File: config.mk
export PLATFORM = sky130hd
export DESIGN_NAME = kruskal_union_find_bottleneck_flat
export DESIGN_NICKNAME = d
export VERILOG_FILES = /design/src/design/kub_pkg.sv /design/src/design/kub_channels.sv /design/src/design/kruskal_union_find_bottleneck.sv /design/src/flat_wrapper.sv
export VERILOG_INCLUDE_DIRS = /design/src /design/src/design
export SDC_FILE = /design/constraint.sdc
export NUM_CORES = 2
export LEC_CHECK = 0
export BUFFER_PORTS_ARGS = -buffer_cell sky130_fd_sc_hd__buf_2
export CORE_MARGIN = 8
export CORE_UTILIZATION = 30
export CTS_CLUSTER_DIAMETER = 200
export DETAILED_ROUTE_END_ITERATION = 10
export SLEW_MARGIN = 20
export SYNTH_ARGS = -nofsm -noshare
export SYNTH_HDL_FRONTEND = slang
export SYNTH_MEMORY_MAX_BITS = 65536
export SYNTH_SLANG_ARGS = --single-unit
export TNS_END_PERCENT = 20
File: constraint.sdc
create_clock -name clock -period 19.1 [get_ports clock]
set_clock_uncertainty 0.15 [all_clocks]
set_input_delay 0 -clock clock [delete_from_list [all_inputs] [get_ports clock]]
set_output_delay 0 -clock clock [all_outputs]
set_load 0.02 [all_outputs]
File: src/design/kruskal_union_find_bottleneck_assert.svh
// Assertion macros for the union-find edge acceptor.
`ifndef KRUSKAL_UNION_FIND_BOTTLENECK_ASSERT_SVH
`define KRUSKAL_UNION_FIND_BOTTLENECK_ASSERT_SVH

// Same-cycle implication.
`define KUB_ASSERT_NOW(label, clk, rst, ante, cons, msg) \
   label: assert property (@(posedge clk) disable iff (rst) (ante) |-> (cons)) \
      else $error(msg);

// Next-cycle implication.
`define KUB_ASSERT_NEXT(label, clk, rst, ante, cons, msg) \
   label: assert property (@(posedge clk) disable iff (rst) (ante) |=> (cons)) \
      else $error(msg);

`endif

File: src/design/kub_pkg.sv
// Shared constants for the union-find edge acceptor.
`timescale 1ns / 1ps

package kub_pkg;

   localparam int NODE_BITS = 9;

   typedef logic [NODE_BITS-1:0] node_type;

   localparam node_type NODE_COUNT_RESET = 9'd511;

endpackage

File: src/design/kub_channels.sv
// Handshake channel interfaces: edge request, edge result, node count write.
`timescale 1ns / 1ps

interface kub_req_if #(parameter int WEIGHT_BITS = 16);
   logic                   valid;
   logic                   ready;
   logic                   first_edge;
   kub_pkg::node_type      node_a;
   kub_pkg::node_type      node_b;
   logic [WEIGHT_BITS-1:0] weight;

   modport source (output valid, first_edge, node_a, node_b, weight, input ready);
   modport sink   (input valid, first_edge, node_a, node_b, weight, output ready);
endinterface

interface kub_rsp_if #(parameter int WEIGHT_BITS = 16);
   logic                   valid;
   logic                   ready;
   logic                   joined;
   logic [WEIGHT_BITS-1:0] bottleneck;
   logic                   bad_node;

   modport source (output valid, joined, bottleneck, bad_node, input ready);
   modport sink   (input valid, joined, bottleneck, bad_node, output ready);
endinterface

interface kub_csr_if;
   logic              valid;
   logic              ready;
   kub_pkg::node_type data;

   modport source (output valid, data, input ready);
   modport sink   (input valid, data, output ready);
endinterface

File: src/design/kruskal_union_find_bottleneck.sv
// Kruskal edge acceptor: union-find parent table in one synchronous RAM.
`timescale 1ns / 1ps
`include "kruskal_union_find_bottleneck_assert.svh"

// Takes one edge at a time and answers with joined, the running bottleneck
// (largest joined weight) and bad_node. The parent table sits in a single
// RAM with one read and one write port and registered read data; both root
// walks and both path-compression passes step through it one parent link
// per clock. Path compression keeps the walk from each endpoint to its root
// short. After reset, and before any edge that carries first_edge, a
// clearing pass rewrites every entry to point to itself; req_ch.ready
// stays low during that pass. Node count writes are always taken and are
// meant to happen only while no edge is in flight.
module kruskal_union_find_bottleneck #(
   parameter int MAX_NODES   = 512,
   parameter int WEIGHT_BITS = 16
) (
   input  logic    clock,
   input  logic    reset,
   kub_req_if.sink   req_ch,
   kub_rsp_if.source rsp_ch,
   kub_csr_if.sink   csr_ch
);

   localparam int IDX_W = $clog2(MAX_NODES);
   localparam int EXT_W = IDX_W + kub_pkg::NODE_BITS;

   localparam logic [2:0] ST_IDLE  = 3'd0;
   localparam logic [2:0] ST_CLEAR = 3'd1;
   localparam logic [2:0] ST_CHECK = 3'd2;
   localparam logic [2:0] ST_FIND  = 3'd3;
   localparam logic [2:0] ST_COMP  = 3'd4;
   localparam logic [2:0] ST_LINK  = 3'd5;
   localparam logic [2:0] ST_DONE  = 3'd6;

   localparam logic [IDX_W-1:0] LAST_IDX = IDX_W'(MAX_NODES - 1);
   localparam logic [EXT_W-1:0] MAX_EXT  = EXT_W'(MAX_NODES - 1);

   logic [2:0]             state_ff, state_in;
   logic                   item_ff, item_in;
   kub_pkg::node_type      a_ff, a_in, b_ff, b_in;
   logic [WEIGHT_BITS-1:0] w_ff, w_in;
   logic                   side_ff, side_in;
   logic [IDX_W-1:0]       cur_ff, cur_in;
   logic [IDX_W-1:0]       root_a_ff, root_a_in, root_b_ff, root_b_in;
   logic [IDX_W-1:0]       clr_idx_ff, clr_idx_in;
   logic                   joined_ff, joined_in, bad_ff, bad_in;
   logic [WEIGHT_BITS-1:0] largest_ff, largest_in;
   kub_pkg::node_type      node_count_ff, node_count_in;

   logic                   rsp_valid_ff, rsp_valid_in;
   logic                   rsp_joined_ff, rsp_joined_in;
   logic                   rsp_bad_ff, rsp_bad_in;
   logic [WEIGHT_BITS-1:0] rsp_bottleneck_ff, rsp_bottleneck_in;

   // parent table
   logic [IDX_W-1:0] table_mem [MAX_NODES];
   logic [IDX_W-1:0] rd_data_ff;
   logic             mem_we;
   logic [IDX_W-1:0] mem_waddr, mem_wdata, mem_raddr;

   logic             req_accept;
   logic [EXT_W-1:0] a_ext, b_ext, cnt_ext, limit_ext;
   logic [IDX_W-1:0] a_idx, b_idx, cur_root;
   logic             bad_edge;

   assign req_accept = req_ch.valid && req_ch.ready;
   assign req_ch.ready = (state_ff == ST_IDLE);
   assign csr_ch.ready = 1'b1;

   assign rsp_ch.valid      = rsp_valid_ff;
   assign rsp_ch.joined     = rsp_joined_ff;
   assign rsp_ch.bottleneck = rsp_bottleneck_ff;
   assign rsp_ch.bad_node   = rsp_bad_ff;

   assign a_ext     = {{IDX_W{1'b0}}, a_ff};
   assign b_ext     = {{IDX_W{1'b0}}, b_ff};
   assign cnt_ext   = {{IDX_W{1'b0}}, node_count_ff};
   assign limit_ext = (cnt_ext > MAX_EXT) ? MAX_EXT : cnt_ext;
   assign a_idx     = a_ext[IDX_W-1:0];
   assign b_idx     = b_ext[IDX_W-1:0];
   assign bad_edge  = (a_ff == '0) || (b_ff == '0) || (a_ext > limit_ext) ||
                      (b_ext > limit_ext);
   assign cur_root  = side_ff ? root_b_ff : root_a_ff;

   always_comb begin
      state_in          = state_ff;
      item_in           = item_ff;
      a_in              = a_ff;
      b_in              = b_ff;
      w_in              = w_ff;
      side_in           = side_ff;
      cur_in            = cur_ff;
      root_a_in         = root_a_ff;
      root_b_in         = root_b_ff;
      clr_idx_in        = clr_idx_ff;
      joined_in         = joined_ff;
      bad_in            = bad_ff;
      largest_in        = largest_ff;
      node_count_in     = node_count_ff;
      rsp_valid_in      = rsp_valid_ff && !rsp_ch.ready;
      rsp_joined_in     = rsp_joined_ff;
      rsp_bad_in        = rsp_bad_ff;
      rsp_bottleneck_in = rsp_bottleneck_ff;
      mem_we            = 1'b0;
      mem_waddr         = cur_ff;
      mem_wdata         = cur_root;
      mem_raddr         = cur_ff;

      if (csr_ch.valid) begin
         node_count_in = csr_ch.data;
      end

      unique case (state_ff)
         ST_IDLE: begin
            if (req_accept) begin
               item_in    = 1'b1;
               a_in       = req_ch.node_a;
               b_in       = req_ch.node_b;
               w_in       = req_ch.weight;
               clr_idx_in = '0;
               if (req_ch.first_edge) begin
                  largest_in = '0;
                  state_in   = ST_CLEAR;
               end else begin
                  state_in = ST_CHECK;
               end
            end
         end
         ST_CLEAR: begin
            mem_we     = 1'b1;
            mem_waddr  = clr_idx_ff;
            mem_wdata  = clr_idx_ff;
            clr_idx_in = clr_idx_ff + 1'b1;
            if (clr_idx_ff == LAST_IDX) begin
               state_in = item_ff ? ST_CHECK : ST_IDLE;
            end
         end
         ST_CHECK: begin
            joined_in = 1'b0;
            bad_in    = bad_edge;
            side_in   = 1'b0;
            cur_in    = a_idx;
            mem_raddr = a_idx;
            state_in  = bad_edge ? ST_DONE : ST_FIND;
         end
         ST_FIND: begin
            // rd_data_ff holds parent of cur_ff
            if (rd_data_ff == cur_ff) begin
               if (side_ff) begin
                  root_b_in = cur_ff;
               end else begin
                  root_a_in = cur_ff;
               end
               cur_in    = side_ff ? b_idx : a_idx;
               mem_raddr = side_ff ? b_idx : a_idx;
               state_in  = ST_COMP;
            end else begin
               cur_in    = rd_data_ff;
               mem_raddr = rd_data_ff;
            end
         end
         ST_COMP: begin
            if (cur_ff == cur_root) begin
               if (side_ff) begin
                  state_in = ST_LINK;
               end else begin
                  side_in   = 1'b1;
                  cur_in    = b_idx;
                  mem_raddr = b_idx;
                  state_in  = ST_FIND;
               end
            end else begin
               // point this node at the root, move on to its old parent
               mem_we    = 1'b1;
               mem_waddr = cur_ff;
               mem_wdata = cur_root;
               cur_in    = rd_data_ff;
               mem_raddr = rd_data_ff;
            end
         end
         ST_LINK: begin
            if (root_a_ff != root_b_ff) begin
               mem_we    = 1'b1;
               mem_waddr = root_a_ff;
               mem_wdata = root_b_ff;
               joined_in = 1'b1;
               if (largest_ff < w_ff) begin
                  largest_in = w_ff;
               end
            end
            state_in = ST_DONE;
         end
         ST_DONE: begin
            if (!rsp_valid_ff || rsp_ch.ready) begin
               rsp_valid_in      = 1'b1;
               rsp_joined_in     = joined_ff;
               rsp_bad_in        = bad_ff;
               rsp_bottleneck_in = largest_ff;
               item_in           = 1'b0;
               state_in          = ST_IDLE;
            end
         end
         default: begin
            state_in = ST_IDLE;
         end
      endcase
   end

   always_ff @(posedge clock) begin
      if (mem_we) begin
         table_mem[mem_waddr] <= mem_wdata;
      end
      // write-through so a read of the entry being written sees the new value
      if (mem_we && (mem_waddr == mem_raddr)) begin
         rd_data_ff <= mem_wdata;
      end else begin
         rd_data_ff <= table_mem[mem_raddr];
      end
   end

   always_ff @(posedge clock) begin
      if (reset) begin
         state_ff      <= ST_CLEAR;
         item_ff       <= 1'b0;
         clr_idx_ff    <= '0;
         largest_ff    <= '0;
         node_count_ff <= kub_pkg::NODE_COUNT_RESET;
         rsp_valid_ff  <= 1'b0;
      end else begin
         state_ff      <= state_in;
         item_ff       <= item_in;
         clr_idx_ff    <= clr_idx_in;
         largest_ff    <= largest_in;
         node_count_ff <= node_count_in;
         rsp_valid_ff  <= rsp_valid_in;
      end
   end

   always_ff @(posedge clock) begin
      a_ff              <= a_in;
      b_ff              <= b_in;
      w_ff              <= w_in;
      side_ff           <= side_in;
      cur_ff            <= cur_in;
      root_a_ff         <= root_a_in;
      root_b_ff         <= root_b_in;
      joined_ff         <= joined_in;
      bad_ff            <= bad_in;
      rsp_joined_ff     <= rsp_joined_in;
      rsp_bad_ff        <= rsp_bad_in;
      rsp_bottleneck_ff <= rsp_bottleneck_in;
   end

   `KUB_ASSERT_NOW(a_bad_not_joined, clock, reset, rsp_valid_ff && rsp_bad_ff, !rsp_joined_ff, "bad edge reported as joined")
   `KUB_ASSERT_NOW(a_comp_not_root, clock, reset, (state_ff == ST_COMP) && mem_we, mem_waddr != cur_root, "compression rewrote a root")
   `KUB_ASSERT_NOW(a_bottleneck_covers, clock, reset, (state_ff == ST_DONE) && joined_ff, largest_ff >= w_ff, "bottleneck below joined weight")
   `KUB_ASSERT_NEXT(a_largest_hold, clock, reset, (state_ff != ST_LINK) && !(req_accept && req_ch.first_edge), $stable(largest_ff), "bottleneck changed outside a link or clear")

endmodule

File: src/flat_wrapper.sv
// flat-port wrapper written by rule: the top's interface ports become plain ports
module kruskal_union_find_bottleneck_flat 
#(
   parameter int MAX_NODES   = 512,
   parameter int WEIGHT_BITS = 16
)
  (clock, reset, req_ch_valid, req_ch_first_edge, req_ch_node_a, req_ch_node_b, req_ch_weight, req_ch_ready, rsp_ch_valid, rsp_ch_joined, rsp_ch_bottleneck, rsp_ch_bad_node, rsp_ch_ready, csr_ch_valid, csr_ch_data, csr_ch_ready);
  kub_req_if #(.WEIGHT_BITS(WEIGHT_BITS)) req_ch_i ();
  kub_rsp_if #(.WEIGHT_BITS(WEIGHT_BITS)) rsp_ch_i ();
  kub_csr_if csr_ch_i ();
  input  logic clock;
  input  logic reset;
  input wire logic [$bits(req_ch_i.valid)-1:0] req_ch_valid;
  input wire logic [$bits(req_ch_i.first_edge)-1:0] req_ch_first_edge;
  input wire logic [$bits(req_ch_i.node_a)-1:0] req_ch_node_a;
  input wire logic [$bits(req_ch_i.node_b)-1:0] req_ch_node_b;
  input wire logic [$bits(req_ch_i.weight)-1:0] req_ch_weight;
  output wire logic [$bits(req_ch_i.ready)-1:0] req_ch_ready;
  output wire logic [$bits(rsp_ch_i.valid)-1:0] rsp_ch_valid;
  output wire logic [$bits(rsp_ch_i.joined)-1:0] rsp_ch_joined;
  output wire logic [$bits(rsp_ch_i.bottleneck)-1:0] rsp_ch_bottleneck;
  output wire logic [$bits(rsp_ch_i.bad_node)-1:0] rsp_ch_bad_node;
  input wire logic [$bits(rsp_ch_i.ready)-1:0] rsp_ch_ready;
  input wire logic [$bits(csr_ch_i.valid)-1:0] csr_ch_valid;
  input wire logic [$bits(csr_ch_i.data)-1:0] csr_ch_data;
  output wire logic [$bits(csr_ch_i.ready)-1:0] csr_ch_ready;
  assign req_ch_i.valid = req_ch_valid;
  assign req_ch_i.first_edge = req_ch_first_edge;
  assign req_ch_i.node_a = req_ch_node_a;
  assign req_ch_i.node_b = req_ch_node_b;
  assign req_ch_i.weight = req_ch_weight;
  assign req_ch_ready = req_ch_i.ready;
  assign rsp_ch_valid = rsp_ch_i.valid;
  assign rsp_ch_joined = rsp_ch_i.joined;
  assign rsp_ch_bottleneck = rsp_ch_i.bottleneck;
  assign rsp_ch_bad_node = rsp_ch_i.bad_node;
  assign rsp_ch_i.ready = rsp_ch_ready;
  assign csr_ch_i.valid = csr_ch_valid;
  assign csr_ch_i.data = csr_ch_data;
  assign csr_ch_ready = csr_ch_i.ready;
  kruskal_union_find_bottleneck #(.MAX_NODES(MAX_NODES), .WEIGHT_BITS(WEIGHT_BITS)) u_core (.clock(clock), .reset(reset), .req_ch(req_ch_i), .rsp_ch(rsp_ch_i), .csr_ch(csr_ch_i));
endmodule
* Yosys cells after proc, flatten, opt, wreduce, memory -nomap -nowiden
Memory sizes are Yosys's and may differ from the RTL's. A register that Yosys moved wholly into a read port is not among the register bits.
Cells that the tools add are included.
** Cells by class
- Bitwise gates (word level) :: 1
- Add/sub/neg operators :: 1
- Reduce and logical (&&, ||, !) cells :: 26
- Equality and inequality tests :: 18
- $lt $le $gt $ge :: 4
- Muxes and demuxes :: 42
** Operator list (count)
- $mux W9 :: 9
- $mux W16 :: 4
- $pmux W9 S2 :: 3
- $gt A9 B18 Y1 :: 2
- $pmux W16 S2 :: 1
- $pmux W9 S3 :: 1
- $mux W3 :: 7
- $pmux W3 S7 :: 1
- $eq A9 B9 Y1 :: 2
- $logic_not A9 Y1 :: 2
- $lt A16 B16 Y1 :: 1
- $ne A2 B1 Y1 const B :: 6
- $mux W1 :: 10
- $reduce_and A2 Y1 :: 5
- $reduce_and A5 Y1 :: 2
- $reduce_bool A2 Y1 :: 5
- $add A9 B1 Y9 const B :: 1
- $eq A3 B3 Y1 const B :: 3
- $eq A9 B9 Y1 const B :: 1
- $gt A9 B9 Y1 const B :: 1
- $ne A9 B9 Y1 :: 1
- $reduce_and A3 Y1 :: 3
- $eq A3 B2 Y1 const B :: 2
- $pmux W1 S2 :: 3
- other kinds (9) :: 16
** Word-level totals
- Logic and storage cells :: 111
- Bits in writable memories :: 4608
- Memories kept :: 1
- Register bits :: 121
- Output and inout port bits :: 21
- Input port bits :: 49
** Memory list
- u_core.table_mem :: words 512, bits a word 9, read ports 1, clocked after Yosys merged registers in 1, wr ports 1, line kruskal_union_find_bottleneck.sv:57 : logic [IDX_W-1:0] table_mem [MAX_NODES];

* Depth between registers and ports, before layout
- Depth in word-level cells :: 7
- Gate-level depth with buffers :: 20
- Gate-level depth less buffers :: 13

* Worst setup path after synthesis
Ideal clock, no wire load.
- Kind :: register to register
- Start :: register u_core.root_a_ff[7]
- End :: memory u_core.table_mem[0][1] (netlist name), data pin
- Stages on the path, launching flop included :: 8
- Setup time :: 2.947 ns
- Buffers on the path :: 1
- Period minus slack after synthesis :: 18.429 ns
- Required time :: 16.003 ns
- Arrival time :: 15.332 ns
- Slack :: 0.671 ns
- Cell sequence :: edfxtp_1 xor2_1 nor4_1 nand4_1 nand2_1 clkbuf_1 o22ai_1 a21oi_1
** On the way
- Cells in the longest elaborated chain, start to end :: 3
** RTL lines
- from (decl) :: line kruskal_union_find_bottleneck.sv:45 : logic [IDX_W-1:0] root_a_ff, root_a_in, root_b_ff, root_b_in;
- from (signal assigned) :: line kruskal_union_find_bottleneck.sv:246 : root_a_ff <= root_a_in;
- $ne A9 B9 Y1 :: line kruskal_union_find_bottleneck.sv:183 : if (root_a_ff != root_b_ff) begin
- $mux W9 :: line kruskal_union_find_bottleneck.sv:183
- $pmux W9 S2 :: line kruskal_union_find_bottleneck.sv:114 : unique case (state_ff)
- via u_core.mem_wdata[1] :: line kruskal_union_find_bottleneck.sv:60 : logic [IDX_W-1:0] mem_waddr, mem_wdata, mem_raddr;
- to (decl) :: line kruskal_union_find_bottleneck.sv:57
The timed path passes the listed nets, and every way through them passes these cells.

* Worst setup path after layout
- Start :: register u_core.cur_ff[0]
- End :: register u_core.root_b_ff[1], enable pin
** On the way
- Cells in the longest elaborated chain, start to end :: 2
** RTL lines
- from (decl) :: line kruskal_union_find_bottleneck.sv:44 : logic [IDX_W-1:0] cur_ff, cur_in;
- from (signal assigned) :: line kruskal_union_find_bottleneck.sv:245 : cur_ff <= cur_in;
- $eq A9 B9 Y1 :: line kruskal_union_find_bottleneck.sv:149 : if (rd_data_ff == cur_ff) begin
- $reduce_and A3 Y1 (no line)
- to (signal assigned) :: line kruskal_union_find_bottleneck.sv:247 : root_b_ff <= root_b_in;
- to (decl) :: line kruskal_union_find_bottleneck.sv:45
Every way passes these cells.
A chain may end at the register's enable or synchronous reset.

==> results.txt <==
----------------------------------------------------
[Run status]
  Run status ... finished, final reports clean

[Critical path]
  Kind of end point of the critical path ... flip-flop
  Critical path launch point type ... flip-flop
  Arrival time worst endpoint ... 9.03 ns
  Worst path required time ... 19.59 ns
  R2r worst-path depth ... 15
  Largest fanout on the critical path ... 100
  Critical path class ... reg2reg
  Capturing point of the worst reg2reg path ... u_core.root_b_ff[1]$_DFFE_PP_
  Worst setup endpoint ... u_core.root_b_ff[1]$_DFFE_PP_
  Worst reg-to-reg setup slack ... 10.56 ns
  Worst setup path startpoint ... u_core.cur_ff[0]$_DFFE_PP_
  Worst r2r src ... u_core.cur_ff[0]$_DFFE_PP_

[Synth]
  Cells after Synth ... 8805
  Share of async-settable or async-resettable flops after synthesis ... 0
  Number of synthesized flops with an enable pin ... 4690
  Share of synthesized area occupied by flip-flops and latches ... 0.767
  Post-Synthesis Cell Area ... 185000 sq um
  Count of state elements after synthesis ... 4729
  Leading register cell type out of synthesis ... sky130_fd_sc_hd__edfxtp_1
  Count of cell types in the netlist ... 91
  Mapped Nets ... 8887
  Mapped Avg Cell Area ... 21.0 sq um
  Number of warnings printed during yosys synthesis ... 0

[Timing]
  Minimum setup slack in the final design ... 10.56 ns
  Max-Slew Margin vs Limit ... 0.140
  TNS Setup ... 0 ns
  Count of final hold-check violations ... 0
  RSZ-0062 raised after global routing ... false
  Minimum period implied by the final worst setup slack ... 8.54 ns
  Transition time at the pin with the least slew margin ... 1.28 ns
  Number of endpoints failing setup at the final stage ... 0
  Number of max-slew violations in the final report ... 0
  Final cycle utilization of the critical path ... 0.447
  Maximum achievable frequency ... 117 MHz

[Clocking]
  Cts bufs inserted ... 461
  Later-pin clock latency in the skew report ... 1.07 ns
  CTS H-tree lvls ... 5
  Sinks on Clock Net ... 4729
  TritonCTS clock tree ... done
  Maximum clock insertion buffer count ... 4
  Clock transition at the registers of the reported paths ... 0.06 ns
  Root buffer cell ... sky130_fd_sc_hd__clkbuf_16

[Global route]
  Largest net degree at the start of global routing ... 249
  Initial antenna violation count ... 55
  Gr usage total ... 0.166
  Via count of the first global-routing pass ... 93020
  First-pass GRT wire length ... 768000 um
  Total overflow reported by the global router ... 0

[Routing]
  Detailed-route wire length per cell ... 31.4 um
  Vias ... 95996
  Vias per cell ... 5.41
  Pre-antenna DRT Iters ... 6
  Total wire length after detailed routing ... 558000 um
  Number of design-rule violations left by the first detailed-router iteration ... 14593
  DRC violation count after routing ... 0
  Antenna viol nets, final ... 0

[Place]
  RePlAce Congestion ... 0.868
  Post-placement setup slack ... 10.56 ns
  Total of buffers placed on input and output ports ... 68
  Post-DP HPWL ... 337000 um

[Flow run]
  Maximum Capacitance Violations ... 0

[Floorplan]
  Number of cell rows ... 288
  Std-Cell Core Area ... 614000 sq um
  Top Ports ... 70
  Die X-Extent ... 800 um
  Starting Density ... 0.301
  Die area ... 641000 sq um
  Chip height ... 800 um

[Power]
  Portion of total power attributed to combinational logic ... 0.009
  Leak pwr ... 66.1 nW
  Cell Int Power ... 0.0166 W
  Switching share of power ... 0.202
  Largest voltage drop on the vdd net ... 0.0885 mV
  Switching component of the power ... 0.00420 W
  Proportion of power drawn by the clock network ... 0.446
  Areal power density over the cells ... 98.2 nW/um^2
  Sequential fraction of design power ... 0.545

[Final layout]
  Commonest non-fill, non-tap cell in the layout ... sky130_fd_sc_hd__edfxtp_1
  Final design utilization ... 0.345
  Number of nets in the final layout ... 9294
  Commonest cells after routing, fill and taps aside ... 4690 x sky130_fd_sc_hd__edfxtp_1, 1079 x sky130_fd_sc_hd__mux4_2, 534 x sky130_fd_sc_hd__nor2_1
  Share of layout cells above drive strength 1 ... 0.239
  Fill cell count ... 56907
  Signed area change from the synthesized netlist to the final layout ... 14.7%

[Worst hold path]
  Min-delay worst type ... in2reg

----------------------------------------------------
## cell families (layout without fill, tap and decap cells)
kind of cell               after synthesis  count (layout)  share of synthesized area
AOI/OAI and AO/OA                      793             793                     0.0307
xor gates and xnor gates                24              24                    0.00114
adders and majority gates               35              35                    0.00235
buffers and inverters                  595            1391                     0.0179
DFF                                   4729            4729                      0.767
muxes                                 1464            1464                      0.153
other                                    1              37                  0.0000203
and+or+nand+nor                       1164            1164                     0.0280
## flip-flops by register name (all words and copies together) (netlist names), 3 cells and up
signal                    flops
u_core.clr_idx_ff             9
u_core.w_ff                  16
u_core.cur_ff                 9
u_core.root_a_ff              9
u_core.node_count_ff          9
u_core.b_ff                   9
u_core.rsp_ch.bottleneck     16
u_core.table_mem           4608
u_core.largest_ff            16
u_core.a_ff                   9
u_core.state_ff               3
u_core.root_b_ff              9
## routing by layer
metal | part of all wire | global-route usage | vias up
met2 | 0.45 | 0.251 | 5886
met3 | 0.12 | 0.0438 | 1012
met5 | 0.00018 | 0 | -
li1 | - | - | 37666
met4 | 0.043 | 0.0654 | 16
met1 | 0.39 | 0.230 | 51416
## worst max-delay path, stage by stage (launching register included)
cell	delay [ns]
sky130_fd_sc_hd__edfxtp_1	0.45
sky130_fd_sc_hd__buf_12	0.64
sky130_fd_sc_hd__buf_4	0.68
sky130_fd_sc_hd__buf_4	0.66
sky130_fd_sc_hd__buf_4	0.79
sky130_fd_sc_hd__mux4_2	0.60
sky130_fd_sc_hd__mux4_2	0.53
sky130_fd_sc_hd__nand2_1	0.10
sky130_fd_sc_hd__o2111ai_1	0.23
sky130_fd_sc_hd__a221oi_2	0.71
sky130_fd_sc_hd__buf_4	0.29
sky130_fd_sc_hd__nor4_1	0.06
sky130_fd_sc_hd__o21ai_0	0.31
sky130_fd_sc_hd__o2111a_1	0.39
sky130_fd_sc_hd__o2111ai_2	0.31
sky130_fd_sc_hd__nor4_2	0.86
## power by group through the flow
stage	Combinational (W)	Sequential [W]	Clock [W]
final	0.000191	0.0113	0.00927
after global routing	0.000199	0.0113	0.00972
after CTS	0.000185	0.0113	0.00935
after detailed placement	0.000166	0.0116	0
after global placement	0.000161	0.0116	0
after floorplan	0.0000678	0.0116	0
## metrics by stage
stage / hold WS, ns / cell area [sq um] / power, W / cells
after global placement: 0.0284 / 195000 / 0.0117 / 16739
after floorplan: -0.0511 / 185000 / 0.0117 / 8805
after global routing: 0.0600 / 212000 / 0.0212 / 17724
final: 0.0867 / 212000 / 0.0208 / 17757
after detailed placement: 0.0281 / 195000 / 0.0117 / 16745
after CTS: 0.00251 / 211000 / 0.0209 / 17718
## worst min-delay path by stage
stage | from | to | slack (ns) | cells past startpoint
2_1_floorplan | req_ch_node_a[0] | u_core.a_ff[0]$_DFFE_PP_ | -0.05 | 0
3_3_place_gp | req_ch_weight[12] | u_core.w_ff[12]$_DFFE_PP_ | 0.03 | 1
3_5_place_dp | req_ch_weight[7] | u_core.w_ff[7]$_DFFE_PP_ | 0.03 | 1
4_1_cts | req_ch_weight[9] | u_core.w_ff[9]$_DFFE_PP_ | 0.003 | 3
5_1_grt | req_ch_node_a[3] | u_core.a_ff[3]$_DFFE_PP_ | 0.06 | 3
6_report | req_ch_node_a[3] | u_core.a_ff[3]$_DFFE_PP_ | 0.09 | 3
## timing repair
item                                   4_1_cts  5_1_grt
gates resized for setup                      0        0
endpoints found under the hold margin      125        0
setup buffers                                0        0
hold buffers                               121        0
## synth_stat cells, types with 30 or more instances
library cell               instances  area (sq um)
sky130_fd_sc_hd__a21oi_1         126           631
sky130_fd_sc_hd__a221oi_1         52           455
sky130_fd_sc_hd__a22o_1           44           385
sky130_fd_sc_hd__a22oi_1         173          1300
sky130_fd_sc_hd__buf_2           189           946
sky130_fd_sc_hd__buf_4            52           390
sky130_fd_sc_hd__buf_6            58           653
sky130_fd_sc_hd__clkbuf_1        187           702
sky130_fd_sc_hd__dfxtp_1          39           781
sky130_fd_sc_hd__edfxtp_1       4690        141000
sky130_fd_sc_hd__ha_1             33           413
sky130_fd_sc_hd__inv_1            63           236
sky130_fd_sc_hd__mux2i_1         363          3630
sky130_fd_sc_hd__mux4_2         1079         24300
sky130_fd_sc_hd__nand2_1         232           871
sky130_fd_sc_hd__nand3_1          61           305
sky130_fd_sc_hd__nor2_1          588          2210
sky130_fd_sc_hd__nor2b_1          43           269
sky130_fd_sc_hd__nor3_1           59           295
sky130_fd_sc_hd__nor4_1           35           219
sky130_fd_sc_hd__o211ai_1         30           225
sky130_fd_sc_hd__o21ai_0          55           275
sky130_fd_sc_hd__o22ai_1         105           657
## area by class of cell
cell class              instances  area (sq um)  area share
diodes                         36          90.1    0.000426
clock buffers                 544         11900      0.0564
clock inverters               308          3340      0.0158
inverters                      66           254     0.00120
multi-input cells            3481         40300       0.191
flip-flops and latches       4729        142000       0.669
well taps                    8120         10200      0.0480
repair buffers                473          3960      0.0187
Power figures use the tool's default switching activity.
